### src/rtl/tdp_pkg.sv
// ----------------------------------------------------------------------------
// tdp_pkg
// Shared types and constants for the trial-division prime tester.
// ----------------------------------------------------------------------------
package tdp_pkg;

  // Status returned by the serial remainder unit.
  typedef struct packed {
    logic done;  // one-cycle pulse: remainder is final
    logic zero;  // remainder equals zero, valid with done
  } div_status_t;

  // Wheel constants for the 6k +/- 1 search.
  localparam int unsigned FirstDivisor = 5;
  localparam int unsigned WheelStep    = 6;
  localparam int unsigned PairOffset   = 2;
  localparam int unsigned SmallFactor  = 3;
  localparam int unsigned FirstSquare  = 25;
  // (d + 6)^2 - d^2 = 12 d + 36
  localparam int unsigned SquareOffset = 36;

endpackage

### src/rtl/tdp_divider.sv
// ----------------------------------------------------------------------------
// tdp_divider
// Restoring serial divider that yields the remainder one bit per cycle.
// ----------------------------------------------------------------------------
module tdp_divider #(
  parameter int unsigned ValueWidth = 31
) (
  input  logic                    clk_i,
  input  logic                    rst_ni,
  input  logic                    start_i,
  input  logic [ValueWidth-1:0]   dividend_i,
  input  logic [ValueWidth-1:0]   divisor_i,
  output tdp_pkg::div_status_t    status_o
);
  import tdp_pkg::*;

  localparam int unsigned CntWidth = $clog2(ValueWidth);

  logic                  run_q;
  logic [CntWidth-1:0]   cnt_q;
  logic                  done_q;
  logic                  zero_q;
  logic [ValueWidth-1:0] dvd_q;
  logic [ValueWidth-1:0] dsr_q;
  logic [ValueWidth-1:0] rem_q;

  logic [ValueWidth:0]   trial;
  logic [ValueWidth:0]   diff;
  logic [ValueWidth-1:0] rem_d;

  // Shift in the next dividend bit, subtract when it fits.
  always_comb begin
    trial = {rem_q, dvd_q[ValueWidth-1]};
    diff  = trial - {1'b0, dsr_q};
    if (trial >= {1'b0, dsr_q}) begin
      rem_d = diff[ValueWidth-1:0];
    end else begin
      rem_d = trial[ValueWidth-1:0];
    end
  end

  always_ff @(posedge clk_i or negedge rst_ni) begin
    if (!rst_ni) begin
      run_q  <= 1'b0;
      cnt_q  <= '0;
      done_q <= 1'b0;
      zero_q <= 1'b0;
    end else begin
      done_q <= 1'b0;
      if (start_i) begin
        run_q <= 1'b1;
        cnt_q <= CntWidth'(ValueWidth - 1);
      end else if (run_q) begin
        cnt_q <= cnt_q - 1'b1;
        if (cnt_q == '0) begin
          run_q  <= 1'b0;
          done_q <= 1'b1;
          zero_q <= (rem_d == '0);
        end
      end
    end
  end

  always_ff @(posedge clk_i) begin
    if (start_i) begin
      dvd_q <= dividend_i;
      dsr_q <= divisor_i;
      rem_q <= '0;
    end else if (run_q) begin
      dvd_q <= {dvd_q[ValueWidth-2:0], 1'b0};
      rem_q <= rem_d;
    end
  end

  assign status_o.done = done_q;
  assign status_o.zero = zero_q;

endmodule

### src/rtl/trial_division_prime_test_top.sv
// ----------------------------------------------------------------------------
// trial_division_prime_test_top
// Primality test by trial division over the 6k +/- 1 wheel.
// ----------------------------------------------------------------------------
//  Channel  | Direction | Handshake              | Payload
//  ---------+-----------+------------------------+---------------------------
//  command  | in        | start high, busy low   | candidate_i
//  result   | out       | done_o one-cycle pulse | is_prime_o
//
//  Flow: values below 4 and even values finish straight from the check
//  state. Every other value costs one remainder by 3 and then, per divisor
//  pair d, d + 2 while d*d <= value, two remainders plus one bound check.
//  All remainders run one after another on the single serial divider.
//  Reset: asynchronous, active low; returns the sequencer to idle.
//  Stalls: busy is high for the whole test; done_o drops the sequencer back
//  to idle in the same edge, so a new beat may start in the result cycle.
//  The receiver cannot stall the result.
// ----------------------------------------------------------------------------
module trial_division_prime_test_top #(
  parameter int unsigned ValueWidth = 31
) (
  input  logic                  clk_i,
  input  logic                  rst_ni,
  input  logic                  start,
  output logic                  busy,
  input  logic [ValueWidth-1:0] candidate_i,
  output logic                  done_o,
  output logic                  is_prime_o
);
  import tdp_pkg::*;

  localparam int unsigned SqWidth = ValueWidth + 2;

  // Sequencer states.
  localparam logic [2:0] StIdle  = 3'd0;
  localparam logic [2:0] StCheck = 3'd1;  // small values and even values
  localparam logic [2:0] StDiv3  = 3'd2;  // wait for value mod 3
  localparam logic [2:0] StBound = 3'd3;  // d*d against value
  localparam logic [2:0] StDivA  = 3'd4;  // wait for value mod d
  localparam logic [2:0] StDivB  = 3'd5;  // wait for value mod (d + 2)

  localparam logic [ValueWidth-1:0] DivFirst = ValueWidth'(FirstDivisor);
  localparam logic [ValueWidth-1:0] DivStep  = ValueWidth'(WheelStep);
  localparam logic [ValueWidth-1:0] DivPair  = ValueWidth'(PairOffset);
  localparam logic [ValueWidth-1:0] DivThree = ValueWidth'(SmallFactor);
  localparam logic [ValueWidth-1:0] ValOne   = ValueWidth'(1);
  localparam logic [ValueWidth-1:0] ValThree = ValueWidth'(3);
  localparam logic [SqWidth-1:0]    SqFirst  = SqWidth'(FirstSquare);
  localparam logic [SqWidth-1:0]    SqOffset = SqWidth'(SquareOffset);

  logic [2:0]            state_q, state_d;
  logic                  done_q, done_d;
  logic                  prime_q, prime_d;
  logic [ValueWidth-1:0] value_q, value_d;
  logic [ValueWidth-1:0] div_q, div_d;
  logic [SqWidth-1:0]    sq_q, sq_d;

  logic                  div_start;
  logic [ValueWidth-1:0] div_divisor;
  div_status_t           div_status;
  logic [SqWidth-1:0]    sq_step;

  // (d + 6)^2 = d^2 + 8d + 4d + 36
  assign sq_step = SqWidth'({div_q, 3'b000}) + SqWidth'({div_q, 2'b00}) + SqOffset;

  tdp_divider #(
    .ValueWidth (ValueWidth)
  ) u_divider (
    .clk_i      (clk_i),
    .rst_ni     (rst_ni),
    .start_i    (div_start),
    .dividend_i (value_q),
    .divisor_i  (div_divisor),
    .status_o   (div_status)
  );

  always_comb begin
    state_d     = state_q;
    done_d      = 1'b0;
    prime_d     = prime_q;
    value_d     = value_q;
    div_d       = div_q;
    sq_d        = sq_q;
    div_start   = 1'b0;
    div_divisor = div_q;

    unique case (state_q)
      StIdle: begin
        // Take the beat and hold the value for the whole test.
        if (start) begin
          value_d = candidate_i;
          state_d = StCheck;
        end
      end
      StCheck: begin
        if (value_q <= ValOne) begin
          prime_d = 1'b0;
          done_d  = 1'b1;
          state_d = StIdle;
        end else if (value_q <= ValThree) begin
          prime_d = 1'b1;
          done_d  = 1'b1;
          state_d = StIdle;
        end else if (!value_q[0]) begin
          prime_d = 1'b0;
          done_d  = 1'b1;
          state_d = StIdle;
        end else begin
          div_start   = 1'b1;
          div_divisor = DivThree;
          state_d     = StDiv3;
        end
      end
      StDiv3: begin
        if (div_status.done) begin
          if (div_status.zero) begin
            prime_d = 1'b0;
            done_d  = 1'b1;
            state_d = StIdle;
          end else begin
            div_d   = DivFirst;
            sq_d    = SqFirst;
            state_d = StBound;
          end
        end
      end
      StBound: begin
        // Past the square root with no factor found: prime.
        if (sq_q > {2'b00, value_q}) begin
          prime_d = 1'b1;
          done_d  = 1'b1;
          state_d = StIdle;
        end else begin
          div_start   = 1'b1;
          div_divisor = div_q;
          state_d     = StDivA;
        end
      end
      StDivA: begin
        if (div_status.done) begin
          if (div_status.zero) begin
            prime_d = 1'b0;
            done_d  = 1'b1;
            state_d = StIdle;
          end else begin
            div_start   = 1'b1;
            div_divisor = div_q + DivPair;
            state_d     = StDivB;
          end
        end
      end
      StDivB: begin
        if (div_status.done) begin
          if (div_status.zero) begin
            prime_d = 1'b0;
            done_d  = 1'b1;
            state_d = StIdle;
          end else begin
            // Advance to the next pair of the wheel.
            div_d   = div_q + DivStep;
            sq_d    = sq_q + sq_step;
            state_d = StBound;
          end
        end
      end
      default: begin
        state_d = StIdle;
      end
    endcase
  end

  always_ff @(posedge clk_i or negedge rst_ni) begin
    if (!rst_ni) begin
      state_q <= StIdle;
      done_q  <= 1'b0;
      prime_q <= 1'b0;
    end else begin
      state_q <= state_d;
      done_q  <= done_d;
      prime_q <= prime_d;
    end
  end

  always_ff @(posedge clk_i) begin
    value_q <= value_d;
    div_q   <= div_d;
    sq_q    <= sq_d;
  end

  assign busy       = (state_q != StIdle);
  assign done_o     = done_q;
  assign is_prime_o = prime_q;

endmodule
### config.mk
export PLATFORM = sky130hd
export DESIGN_NAME = trial_division_prime_test_top
export DESIGN_NICKNAME = d
export VERILOG_FILES = /design/src/rtl/tdp_pkg.sv /design/src/rtl/tdp_divider.sv /design/src/rtl/trial_division_prime_test_top.sv
export SDC_FILE = /design/constraint.sdc
export NUM_CORES = 1
export LEC_CHECK = 0
export ABC_AREA = 1
export BUFFER_PORTS_ARGS = -buffer_cell sky130_fd_sc_hd__clkbuf_2
export CAP_MARGIN = 20
export CORE_MARGIN = 4
export CORE_UTILIZATION = 55
export CTS_CLUSTER_DIAMETER = 40
export DETAILED_ROUTE_END_ITERATION = 8
export GPL_TIMING_DRIVEN = 1
export PLACE_DENSITY = 0.78
export SETUP_SLACK_MARGIN = 0.3
export SLEW_MARGIN = 20
export SYNTH_ARGS = -nofsm -noshare
export SYNTH_HDL_FRONTEND = slang
export SYNTH_HIERARCHICAL = 1
export SYNTH_SLANG_ARGS = --single-unit
### constraint.sdc
create_clock -name clk_i -period 9 [get_ports clk_i]
set_input_delay 1.8 -clock clk_i [delete_from_list [all_inputs] [get_ports clk_i]]
set_output_delay 1.8 -clock clk_i [all_outputs]
set_load 0.03 [all_outputs]
Word level (Yosys, flattened, before mapping)
Index checks and enable logic that the tools add are counted.

operators by class
  $add $sub $neg = 7
  order comparisons = 4
  equality and inequality tests = 16
  multiplexer cells = 58
  bitwise logic cells = 1
  reduce and logical (&&, ||, !) cells = 14

operator list
  cell                                                                               number
  31-bit 2-to-1 mux                                                                  12
  33-bit 2-to-1 mux                                                                  4
  31-bit one-hot mux with 2 select lines                                             2
  33-bit adder                                                                       2
  33-bit one-hot mux with 2 select lines                                             1
  33-bit by 6-bit adder with 33-bit output, second input constant                    1
  33-bit by 31-bit greater-than comparator with 1-bit output                         1
  32-bit by 31-bit >= comparator with 1-bit output                                   1
  31-bit by 2-bit adder with 31-bit output, second input constant                    1
  31-bit by 3-bit adder with 31-bit output, second input constant                    1
  31-bit by 1-bit less-or-equal comparator with 1-bit output, second input constant  1
  31-bit by 2-bit less-or-equal comparator with 1-bit output, second input constant  1
  31-bit zero test                                                                   1
  31-bit subtractor                                                                  1
  1-bit 2-to-1 mux                                                                   24
  3-bit 2-to-1 mux                                                                   5
  3-bit one-hot mux with 5 select lines                                              1
  2-bit by 1-bit inequality test with 1-bit output, second input constant            6
  5-bit 2-to-1 mux                                                                   2
  5-bit AND reduction                                                                2
  1-bit one-hot mux with 3 select lines                                              3
  2-bit 2-to-1 mux                                                                   4
  2-bit inequality test, second input constant                                       4
  3-bit by 2-bit equality test with 1-bit output, second input constant              2
  13 further kinds                                                                   17

storage, ports and cells
  register bits = 201
  output and inout bits = 3
  word-level logic and storage cells = 113

Depth between registers and ports, before layout
Gate-level depths: netlist of the first run.

  depth in word-level cells = 6
  mapped depth = 27

By module
Netlist of the first run, hierarchy kept.

by module, submodules not included
  module                         times used  cells an instance  area each (µm²)  seq. area each (µm²)
  trial_division_prime_test_top  1           1168               9044.9           2857.7
  tdp_divider                    1           982                6774.0           2682.6

Worst setup path before layout of the first run
OpenSTA, ideal clock, no wires.

  path type = register to register
  start point = register sq_q[30]
  end point = register u_divider.dvd_q[0], enable pin
  arrival = 3745 ps
  data required time = 8592 ps
  setup slack = 4848 ps
  stages on the path, launching flop included = 15
  path buffers = 2
  clock period less this slack = 4152 ps
  path through = edfxtp_1 ha_1 nand2_1 nor2_1 and2_1 nand2_1 nor2_1 nand3_1 nand2_1 nand2_1 nand3_1 clkbuf_1 nor2_1 inv_1 clkbuf_1

on the way
  cells in the longest elaborated chain, start to end = 4

ends and longest elaborated chain
  what                                                        line                                  text
  start: declaration                                          trial_division_prime_test_top.sv:56   logic [SqWidth-1:0] sq_q, sq_d;
  start signal: assignment                                    trial_division_prime_test_top.sv:187  sq_q <= sq_d;
  33-bit by 31-bit greater-than comparator with 1-bit output  trial_division_prime_test_top.sv:129  if (sq_q > {2'b00, value_q}) begin
  1-bit 2-to-1 mux                                            trial_division_prime_test_top.sv:129
  1-bit one-hot mux with 3 select lines                       trial_division_prime_test_top.sv:87   unique case (state_q)
  net div_start                                               trial_division_prime_test_top.sv:58   logic div_start;
  2-bit nonzero test (no source line)                         -
  end signal: assignment                                      tdp_divider.sv:66                     dvd_q <= dividend_i;
  end signal: assignment                                      tdp_divider.sv:70                     dvd_q <= {dvd_q[ValueWidth-2:0], 1'b0};
  end: declaration                                            tdp_divider.sv:23                     logic [ValueWidth-1:0] dvd_q;

The timed path passes the listed nets, and every way through them passes these cells.
A chain may end at the register's enable or synchronous reset.

Worst setup path in the final report of the first run
  start point = register state_q[0]
  end point = register u_divider.dvd_q[23] (data pin)

on the way
  cells in the longest elaborated chain, start to end = 3
  elaborated cells on any way between the ends = 5
  those cells by class = eq/ne: 3; mux: 2

ends and longest elaborated chain
  what                                         line                                  text
  start: declaration                           trial_division_prime_test_top.sv:51   logic [2:0] state_q, state_d;
  start signal: assignment                     trial_division_prime_test_top.sv:174  state_q <= StIdle;
  start signal: assignment                     trial_division_prime_test_top.sv:178  state_q <= state_d;
  3-bit equality test (tied with other cells)  trial_division_prime_test_top.sv:87
  1-bit one-hot mux with 3 select lines (*)    trial_division_prime_test_top.sv:87
  net div_start                                trial_division_prime_test_top.sv:58
  31-bit 2-to-1 mux (*)                        tdp_divider.sv:65                     if (start_i) begin

Mark *: on every way through the listed nets, which the timed path passes. The rest lies on a longest branch.

==> results of run 1 <==
## worst min-delay path, stage by stage (launching register included)
cell	delay (ns)
dfxtp_1	0.32
inv_1	0.06
o22ai_1	0.08
## power by group
group          switching (uW)  internal, uW  total, uW
Combinational            1560           721       2280
Clock                     447           401        848
Sequential                138          1280       1420
Total                    2150          2400       4540
## logic make-up after synthesis
family / count (synthesis) / share of synthesized area
AO/OA/AOI/OAI: 261 / 0.0905
XOR/XNOR: 19 / 0.0105
adder cells (fa/ha/maj): 178 / 0.155
buffers and inverters: 427 / 0.107
flip-flops: 197 / 0.350
other: 1 / 0.000237
AND/OR/NAND/NOR: 1067 / 0.286
## area by class of cell
type,count,area [um^2],area share
well taps,378,473,0.0278
multi-input cells,1526,8600,0.506
repair buffers,44,240,0.0141
inverters,393,1480,0.0869
flip-flops and latches,197,5540,0.326
clock inverters,15,231,0.0136
clock buffers,17,425,0.0250
## metrics by stage
stage                     hold WS (ns)  setup slack (ns)  area, um^2
after floorplan                  0.449              4.85       15800
final                            0.505              4.87       17000
after global placement           0.472              4.97       16300
after global routing             0.525              4.52       17000
after detailed placement         0.476              4.86       16300
after CTS                        0.504              4.85       17000
## state kept, by name (all words and copies together), names as in the netlist
| name | count |
|---|---|
| div_q | 30 |
| u_divider/cnt_q | 5 |
| u_divider/dvd_q | 31 |
| u_divider/dsr_q | 31 |
| done_o | 1 |
| u_divider/rem_q | 31 |
| u_divider/zero_q | 1 |
| u_divider/done_q | 1 |
| is_prime_o | 1 |
| sq_q | 30 |
| value_q | 31 |
| state_q | 3 |
| u_divider/run_q | 1 |
## cell usage after synthesis, types with 9 or more instances
master    number
dfrtp_1       13
xor2_1        11
o22ai_1       12
inv_1        386
buf_6          9
nor3_1        26
nor2_1       169
a21oi_1      106
fa_1          30
nand4_1       25
ha_1         148
nand2_1      675
nand3_1      118
edfxtp_1     153
dfxtp_1       31
o21ai_0       98
clkbuf_1      16
## how the worst max path moves through the flow
stage                                 startpoint  cells past startpoint                                to  slack, ns
after floorplan           sq_q[30]$_SDFFCE_PN0P_                     14  u_divider/dvd_q[0]$_SDFFCE_PN0P_       4.85
after global placement    state_q[0]$_DFFE_PN0P_                      9     u_divider/dvd_q[17]$_DFFE_PP_       4.97
after detailed placement  state_q[1]$_DFFE_PN0P_                      9      u_divider/dvd_q[5]$_DFFE_PP_       4.86
after CTS                 state_q[0]$_DFFE_PN0P_                      9      u_divider/dvd_q[5]$_DFFE_PP_       4.85
after global routing      sq_q[29]$_SDFFCE_PN0P_                     22      u_divider/zero_q$_DFFE_PN0P_       4.52
final                     state_q[0]$_DFFE_PN0P_                      9     u_divider/dvd_q[23]$_DFFE_PP_       4.87
## placed cells by master (no fill, tap or decap), types with 6 or more instances in the layout
cell type and count:
nand3_2 8, edfxtp_1 153, nor2_4 8, xnor2_1 8, nor2_1 166, nor2_2 6
fa_1 30, xor2_1 11, o21bai_1 6, o22ai_1 12, clkbuf_2 36, nand2_2 8
o21ai_1 7, a22o_1 6, nand4_1 25, clkbuf_16 17, a21oi_1 106, inv_1 386
nand2_1 675, o21ai_0 98, nor3_1 26, nand3b_1 7, nand3_1 117, ha_1 148
and2_1 6, dfrtp_1 13, buf_4 8, dfxtp_1 31, a21o_1 6
## per-layer routing
metal	part of all wire	track usage	routed length, um	up-vias
met5	0	0	0	-
met4	0.024	0.0770	1080	0
met3	0.068	0.0352	3040	70
met2	0.45	0.451	20100	562
met1	0.46	0.416	20500	6551
li1	-	-	-	6924
==> key figures, run 1 <==
Route
  – Final Routed Wirelength: 44.7 mm
  – DR vias/cell: about 5.5
  – DRC violations left: 0
  – DRT iter0 DRCs: around 1.6k
  – Vias after detailed routing: between 10k and 15k
  – Residual antenna-violating net count after detailed routing: 0
  – Number of detailed-route iterations in the first pass: 8
  – DR WL/cell: about 17 um

GRT
  – Total routing resource utilization after global routing: 0.285
  – Global-route wire length before repair: ~70 mm
  – Final global-route overflow total: 0
  – Via count of the first global-routing pass: ~13k
  – Antenna violations before repair: 0
  – Maximum number of pins on one net before global-route repair: 65

Logic synthesis
  – Post-synthesis sequential area ratio: 0.350
  – Syn Inst Count: about 2.2k
  – Number of synthesized flops with an enable pin: 153
  – Register bit total from synthesis: 197
  – Biggest area contributors in the synthesized netlist: edfxtp_1 (29%), nand2_1 (16%), ha_1 (12%)
  – Number of library cell types mapped by synthesis: 52
  – Post-synthesis area per instance: 7.36 um^2
  – Mapped Nets: about 2.4k
  – Number of warnings issued by yosys: 6
  – Post-synthesis async set-or-reset flop share: 0.0660
  – Cell accounting for the most synthesized area: edfxtp_1
  – Post-synthesis instance area: ~16000 um^2
  – Fraction of post-synthesis cell area in the top cell type by area: 0.290
  – Most used flip-flop cell after synthesis: edfxtp_1

Placement
  – IO Port Bufs: 36
  – Global placer's final weighted congestion: around 0.95
  – Placed Cells incl. Taps: about 2.5k
  – HPWL after detailed placement: around 35 mm

Worst setup path
  – Critical Path Sink Type: flip-flop
  – Data required, critical path: 9.20 ns
  – Crit path top cell by count: nand2_1
  – Critical path buffer and inverter count: 3
  – Cells traversed along the worst timing path: nor2_1 > nand2_1 > inv_1 > nand2_1 > nand3_2 > buf_4 > clkinv_1 > nand2_1 > nand2_1
  – Cell with the biggest individual delay on the critical path: clkinv_1
  – Delay-heaviest family, CP: buffers and inverters
  – CP Launch Type: flip-flop
  – Register-to-Register Path Depth: 9
  – CP max stage delay: 0.92 ns
  – R2R setup slack: between 4 and 5 ns
  – R2R Path End: u_divider/dvd_q[23]$_DFFE_PP_
  – Highest net fanout along the worst path: 64
  – Startpoint of the worst register-to-register path: state_q[0]$_DFFE_PN0P_
  – Crit Path Class: reg -> reg
  – Critical path arrival: between 4 and 5 ns

Power
  – Static leakage power: ~0.0087 uW
  – Total power density per cell area: roughly 270 nW/um^2
  – Worst vdd ir: between 0.15 and 0.2 mV
  – Post-layout total power: between 4000 and 5000 uW

Clock tree
  – Number of instances resized during post-cts repair: 0
  – Maximum clock insertion buffer count: 2
  – Post-CTS Repair Setup Buffers: 0
  – # hold bufs at CTS: 0
  – CTS clk-pin slew, worst paths: about 0.080 ns
  – Clk Tree Root Cell: clkbuf_16
  – TritonCTS clock tree: built
  – Number of H-tree levels: 4
  – Clock latency on the worst-skew pair: 0.46 ns
  – Sinks on the clock net: 197
  – Clock buffer count from CTS: 17

Min path
  – WHS Path Cells: 2
  – Class of the most critical hold timing path: reg -> reg
  – Worst Min Path Start: u_divider/rem_q[3]$_SDFFE_PP0P_
  – Worst-case hold path end point: u_divider/rem_q[3]$_SDFFE_PP0P_

Floorplanning
  – Vert. Die Dim: between 150 and 200 um
  – Standard-cell row count: 61
  – Core Footprint: 28100 um^2
  – Die area: between 30000 and 40000 um^2
  – Effective utilization at floorplan: 0.563
  – I/O pins: 37
  – Width of the die: between 150 and 200 um

Run
  – Max-Cap Viols: 0

Finish
  – Final core utilization: 0.605
  – Fraction of layout cells with a size suffix above 1: 0.0589
  – Final Non-Filler Cells: 2570
  – ANT cells: 0
  – Filler cell count in the final layout: 2647
  – Final net count: 2391
  – Area growth from synthesis to layout: 7.36%

Timing
  – Min cycle time layout: around 4.1 ns
  – Final Hold Vio Count: 0
  – Setup violators final: 0
  – Total negative setup slack: 0 ns
  – Slew @ Worst Pin: slightly below 1 ns
  – Final worst path period share: 0.459
  – Post-Route Skew: about 0.018 ns
  – Relative max-transition margin: 0.341
  – Slew Limit Fails: 0
  – Unrepaired setup endpoints after global routing: false
  – Timing-limited maximum frequency: between 200 and 250 MHz

Status
  – Result of the run: finished, final reports clean
No activity file was read; power rests on OpenSTA's default activity.
==> run 2, diff against run 1 <==
--- a/config.mk
+++ b/config.mk
@@ -5,7 +5,7 @@
 export SDC_FILE = /design/constraint.sdc
 export NUM_CORES = 1
 export LEC_CHECK = 0
-export ABC_AREA = 1
+export ABC_AREA = 0
 export BUFFER_PORTS_ARGS = -buffer_cell sky130_fd_sc_hd__clkbuf_2
 export CAP_MARGIN = 20
 export CORE_MARGIN = 4
@@ -13,7 +13,7 @@
 export CTS_CLUSTER_DIAMETER = 40
 export DETAILED_ROUTE_END_ITERATION = 8
 export GPL_TIMING_DRIVEN = 1
-export PLACE_DENSITY = 0.78
+export PLACE_DENSITY = 0.81
 export SETUP_SLACK_MARGIN = 0.3
 export SLEW_MARGIN = 20
 export SYNTH_ARGS = -nofsm -noshare
==> constraint.sdc (replaced) <==
create_clock -name clk_i -period 3.3 [get_ports clk_i]
set_input_delay 0.66 -clock clk_i [delete_from_list [all_inputs] [get_ports clk_i]]
set_output_delay 0.66 -clock clk_i [all_outputs]
set_load 0.03 [all_outputs]
==> run 2 against run 1 <==
  * The flow now finishes with violations (DRC, setup timing)
  * Synthesized area decreased by 8.3%
  * First-iteration DRC count grew 2.6%
  * Final area rose by 10%
  * Flip-flop and latch count did not move
  * Utilization grew 12 points
  * Via count fell by 3.4%
  * Global-route usage shrank 0.96 points
  * Clock power grew to 2.9 times the previous value
  * Worst setup slack got worse by 5.9 ns
  * Non-clock buffer count rose by 224
  * Register-to-register slack worse by 5.9 ns
  * Largest power group unchanged
==> key figures, run 2 <==
Placement
  – Post-place instance area: 16500 um^2 (+1.1%)
  – Global placer's final weighted congestion: 0.912 (-3.5%)
  – IO Port Bufs: 36 (unchanged)
  – HPWL after detailed placement: 29.3 mm (-17%)
  – Pre-CTS setup slack: -1.01 ns (-5.87 ns)

Worst setup path
  – Critical path arrival: 4.75 ns (+0.42 ns)
  – Cell with the biggest individual delay on the critical path: or4_1
  – Crit Path Class: reg -> reg
  – Critical Path Sink Type: flip-flop
  – CP max stage delay: 0.52 ns (-0.40 ns)
  – Cells traversed along the worst timing path: nor4_1 > nand4_1 > o21a_1 > nand2_1 > a21oi_2 > o21ai_1 > buf_4 > nand2_8 > or3b_4 > or4_1 > or4_4 > nor4_4 > nand4b_1 > o41ai_2 > nand4_1 > o31ai_2
  – Data required, critical path: 3.67 ns (-5.53 ns)
  – CP Launch Type: flip-flop
  – Crit path top cell by count: nand4_1
  – Highest net fanout along the worst path: 3 (-95%)
  – Register-to-Register Path Depth: 16 (+7)

Floorplanning
  – Vert. Die Dim: 170 um (-4.1%)
  – Effective utilization at floorplan: 0.558 (-0.00509)
  – Standard-cell row count: 59 (-3.3%)
  – I/O pins: 37 (unchanged)
  – Die area: 29000 um^2 (-7.9%)
  – Width of the die: 170 um (-4.1%)
  – Core Footprint: 26000 um^2 (-7.5%)

Clock tree
  – Clock latency on the worst-skew pair: 0.47 ns (about the same)
  – CTS clk-pin slew, worst paths: 0.10 ns (+0.02 ns)
  – Number of H-tree levels: 4 (unchanged)
  – Clock buffer count from CTS: 17 (unchanged)
  – TritonCTS clock tree: built
  – # hold bufs at CTS: 0 (unchanged)
  – Sinks on the clock net: 197 (unchanged)
  – Maximum clock insertion buffer count: 2 (unchanged)
  – Clk Tree Root Cell: clkbuf_16

Logic synthesis
  – Most used flip-flop cell after synthesis: edfxtp_1
  – Register bit total from synthesis: 197 (unchanged)
  – Post-synthesis area per instance: 9.57 um^2 (+30%)
  – Syn Inst Count: 1516 (-29%)
  – Most frequent cells after synthesis: inv_1 (162), edfxtp_1 (153), nor2_1 (151)
  – Cell accounting for the most synthesized area: edfxtp_1
  – Post-synthesis instance area: 14500 um^2 (-8.3%)
  – Number of library cell types mapped by synthesis: 81 (+56%)
  – Post-synthesis sequential area ratio: 0.382 (+0.0318)
  – Number of warnings issued by yosys: 6 (unchanged)
  – Biggest area contributors in the synthesized netlist: edfxtp_1 (32%), ha_1 (13%), dfxtp_1 (4.3%)
  – Fraction of post-synthesis cell area in the top cell type by area: 0.317 (+0.0264)
  – Post-synthesis async set-or-reset flop share: 0.0660 (unchanged)
  – Mapped Nets: 1728 (-27%)
  – Library cell with the highest instance count after synthesis: inv_1
  – Number of synthesized flops with an enable pin: 153 (unchanged)

Power
  – Sw Ratio: 0.427 (-0.0454)
  – Post-layout total power: 15500 uW (+240%)
  – Static leakage power: 0.00812 uW (-7.0%)
  – Combinational Power Share: 0.581 (+0.079)
  – Share of total power in sequential cells: 0.262 (-0.049)
  – Clock Power Share: 0.157 (-0.030)
  – Internal power contribution: 8870 uW (+270%)
  – Total power density per cell area: 827 nW/um^2 (+210%)
  – Worst vdd ir: 0.718 mV (+350%)
  – Power spent charging and discharging nets: 6600 uW (+210%)

GRT
  – Maximum number of pins on one net before global-route repair: 67 (+3.1%)
  – Global-route wire length before repair: 64.2 mm (-8.4%)
  – Antenna violations before repair: 0 (unchanged)
  – Final global-route overflow total: 0 (unchanged)
  – Total routing resource utilization after global routing: 0.275 (-0.00962)
  – Via count of the first global-routing pass: 12.5k (-4.6%)

Timing
  – Post-Route Skew: 0.0223 ns (+0.00425 ns)
  – Final Hold Vio Count: 0 (unchanged)
  – Slew Limit Fails: 0 (unchanged)
  – Timing-limited maximum frequency: 229 MHz (-5.6%)
  – Slew @ Worst Pin: 0.836 ns (-0.149 ns)
  – Relative max-transition margin: 0.440 (+0.0997)
  – Final worst path period share: 1.33 (+0.867)
  – Unrepaired setup endpoints after global routing: true
  – Setup violators final: 81 (+81)
  – Min cycle time layout: 4.38 ns (+0.247 ns)
  – Worst setup slack after layout: -1.08 ns (-5.95 ns)
  – Hold WS: 0.0751 ns (-0.430 ns)

Route
  – Vias after detailed routing: 13.6k (-3.4%)
  – Final Routed Wirelength: 48.8 mm (+9.1%)
  – Number of detailed-route iterations in the first pass: 9 (+1)
  – DR WL/cell: 23.2 um (+34%)
  – DR vias/cell: 6.49 (+18%)
  – DRT iter0 DRCs: 1625 (+2.6%)
  – Residual antenna-violating net count after detailed routing: 0 (unchanged)
  – DRC violations left: 1 (+1)

Finish
  – Most common cell after layout, fill and taps aside: buf_4
  – Fraction of layout cells with a size suffix above 1: 0.284 (+0.226)
  – Final core utilization: 0.720 (+0.116)
  – ANT cells: 0 (unchanged)
  – Final net count: 1964 (-18%)
  – Filler cell count in the final layout: 1605 (-39%)
  – Final non-filler cell area: 18700 um^2 (+10%)
  – Area growth from synthesis to layout: 29.0%
  – Top library cells by usage in the layout, fill and taps aside: buf_4 (188), edfxtp_1 (153), nor2_1 (147)

Status
  – Violations in the final reports: DRC, setup timing
  – Result of the run: finished with violations

Min path
  – Class of the most critical hold timing path: in -> async

Run
  – Max-Cap Viols: 0 (unchanged)
run 2: final timing paths:
check / startpoint / to / slack (ns)
setup / recovery: value_q[18]$_DFFE_PP_ / u_divider/zero_q$_DFFE_PN0P_ / -1.08
hold / removal: rst_ni / u_divider/cnt_q[4]$_DFFE_PN0P_ / 0.08
setup reg to reg: value_q[18]$_DFFE_PP_ / u_divider/zero_q$_DFFE_PN0P_ / -1.08
hold reg to reg: u_divider/rem_q[30]$_SDFFE_PP0P_ / u_divider/rem_q[30]$_SDFFE_PP0P_ / 0.51
max in group asynchronous: rst_ni / u_divider/run_q$_DFF_PN0_ / 2.94
min in group clk_i: candidate_i[2] / value_q[2]$_DFFE_PP_ / 0.35
run 2: routing by layer:
metal	up-vias	GRT usage	part of all wire	routed length (um)
met1	6403	0.355	0.36	17500
met5	-	0	0	0
li1	5908	-	-	-
met3	332	0.0353	0.086	4200
met2	979	0.476	0.48	23300
met4	0	0.102	0.078	3800
run 2: kinds of logic after synthesis:
group | synth area share
XOR/XNOR | 0.0441
AO/OA/AOI/OAI | 0.157
other | 0.000259
buffers and inverters | 0.0568
flip-flops | 0.382
multiplexers | 0.0434
AND/OR/NAND/NOR | 0.147
adder cells (fa/ha/maj) | 0.169
run 2: per-stage QoR:
step	std cells	TNS [ns]
global placement	2007	-22.23
floorplan	1516	-0.750
CTS	2044	-13.83
global route	2100	-60.26
detailed placement	2007	-32.74
finish	2100	-58.44
run 2: power groups by stage:
stage	logic, uW	registers, uW	clock network, uW
after detailed placement	7300	4020	0
final	8990	4060	2430
after CTS	7500	3960	2390
after global placement	7200	3990	0
after floorplan	4870	3930	0
after global routing	9590	4100	2520
run 2: worst max-delay path, delay by kind of cell (launching register included):
kind	cells	cell delay (ns)
AND/OR/NAND/NOR	10	2.70
AO/OA/AOI/OAI	5	0.95
flip-flops	1	0.47
buffers and inverters	1	0.17
run 2: final cells by class:
| type | count | area (um^2) | area share |
|---|---|---|---|
| inverter | 162 | 616 | 0.0329 |
| clock inverter | 15 | 248 | 0.0132 |
| sequential | 197 | 5540 | 0.296 |
| tap | 335 | 419 | 0.0224 |
| multi-input combinational | 1106 | 9200 | 0.492 |
| clock buffer | 17 | 425 | 0.0227 |
| timing repair buffer | 268 | 2260 | 0.121 |
run 2: repair_timing:
item	4_1_cts	5_1_grt
cloned	0	6
endpoints found under the setup margin	143	152
resized for setup	35	169
pin swaps	19	72
endpoints found under the hold margin	0	0
buffers inserted	5	50
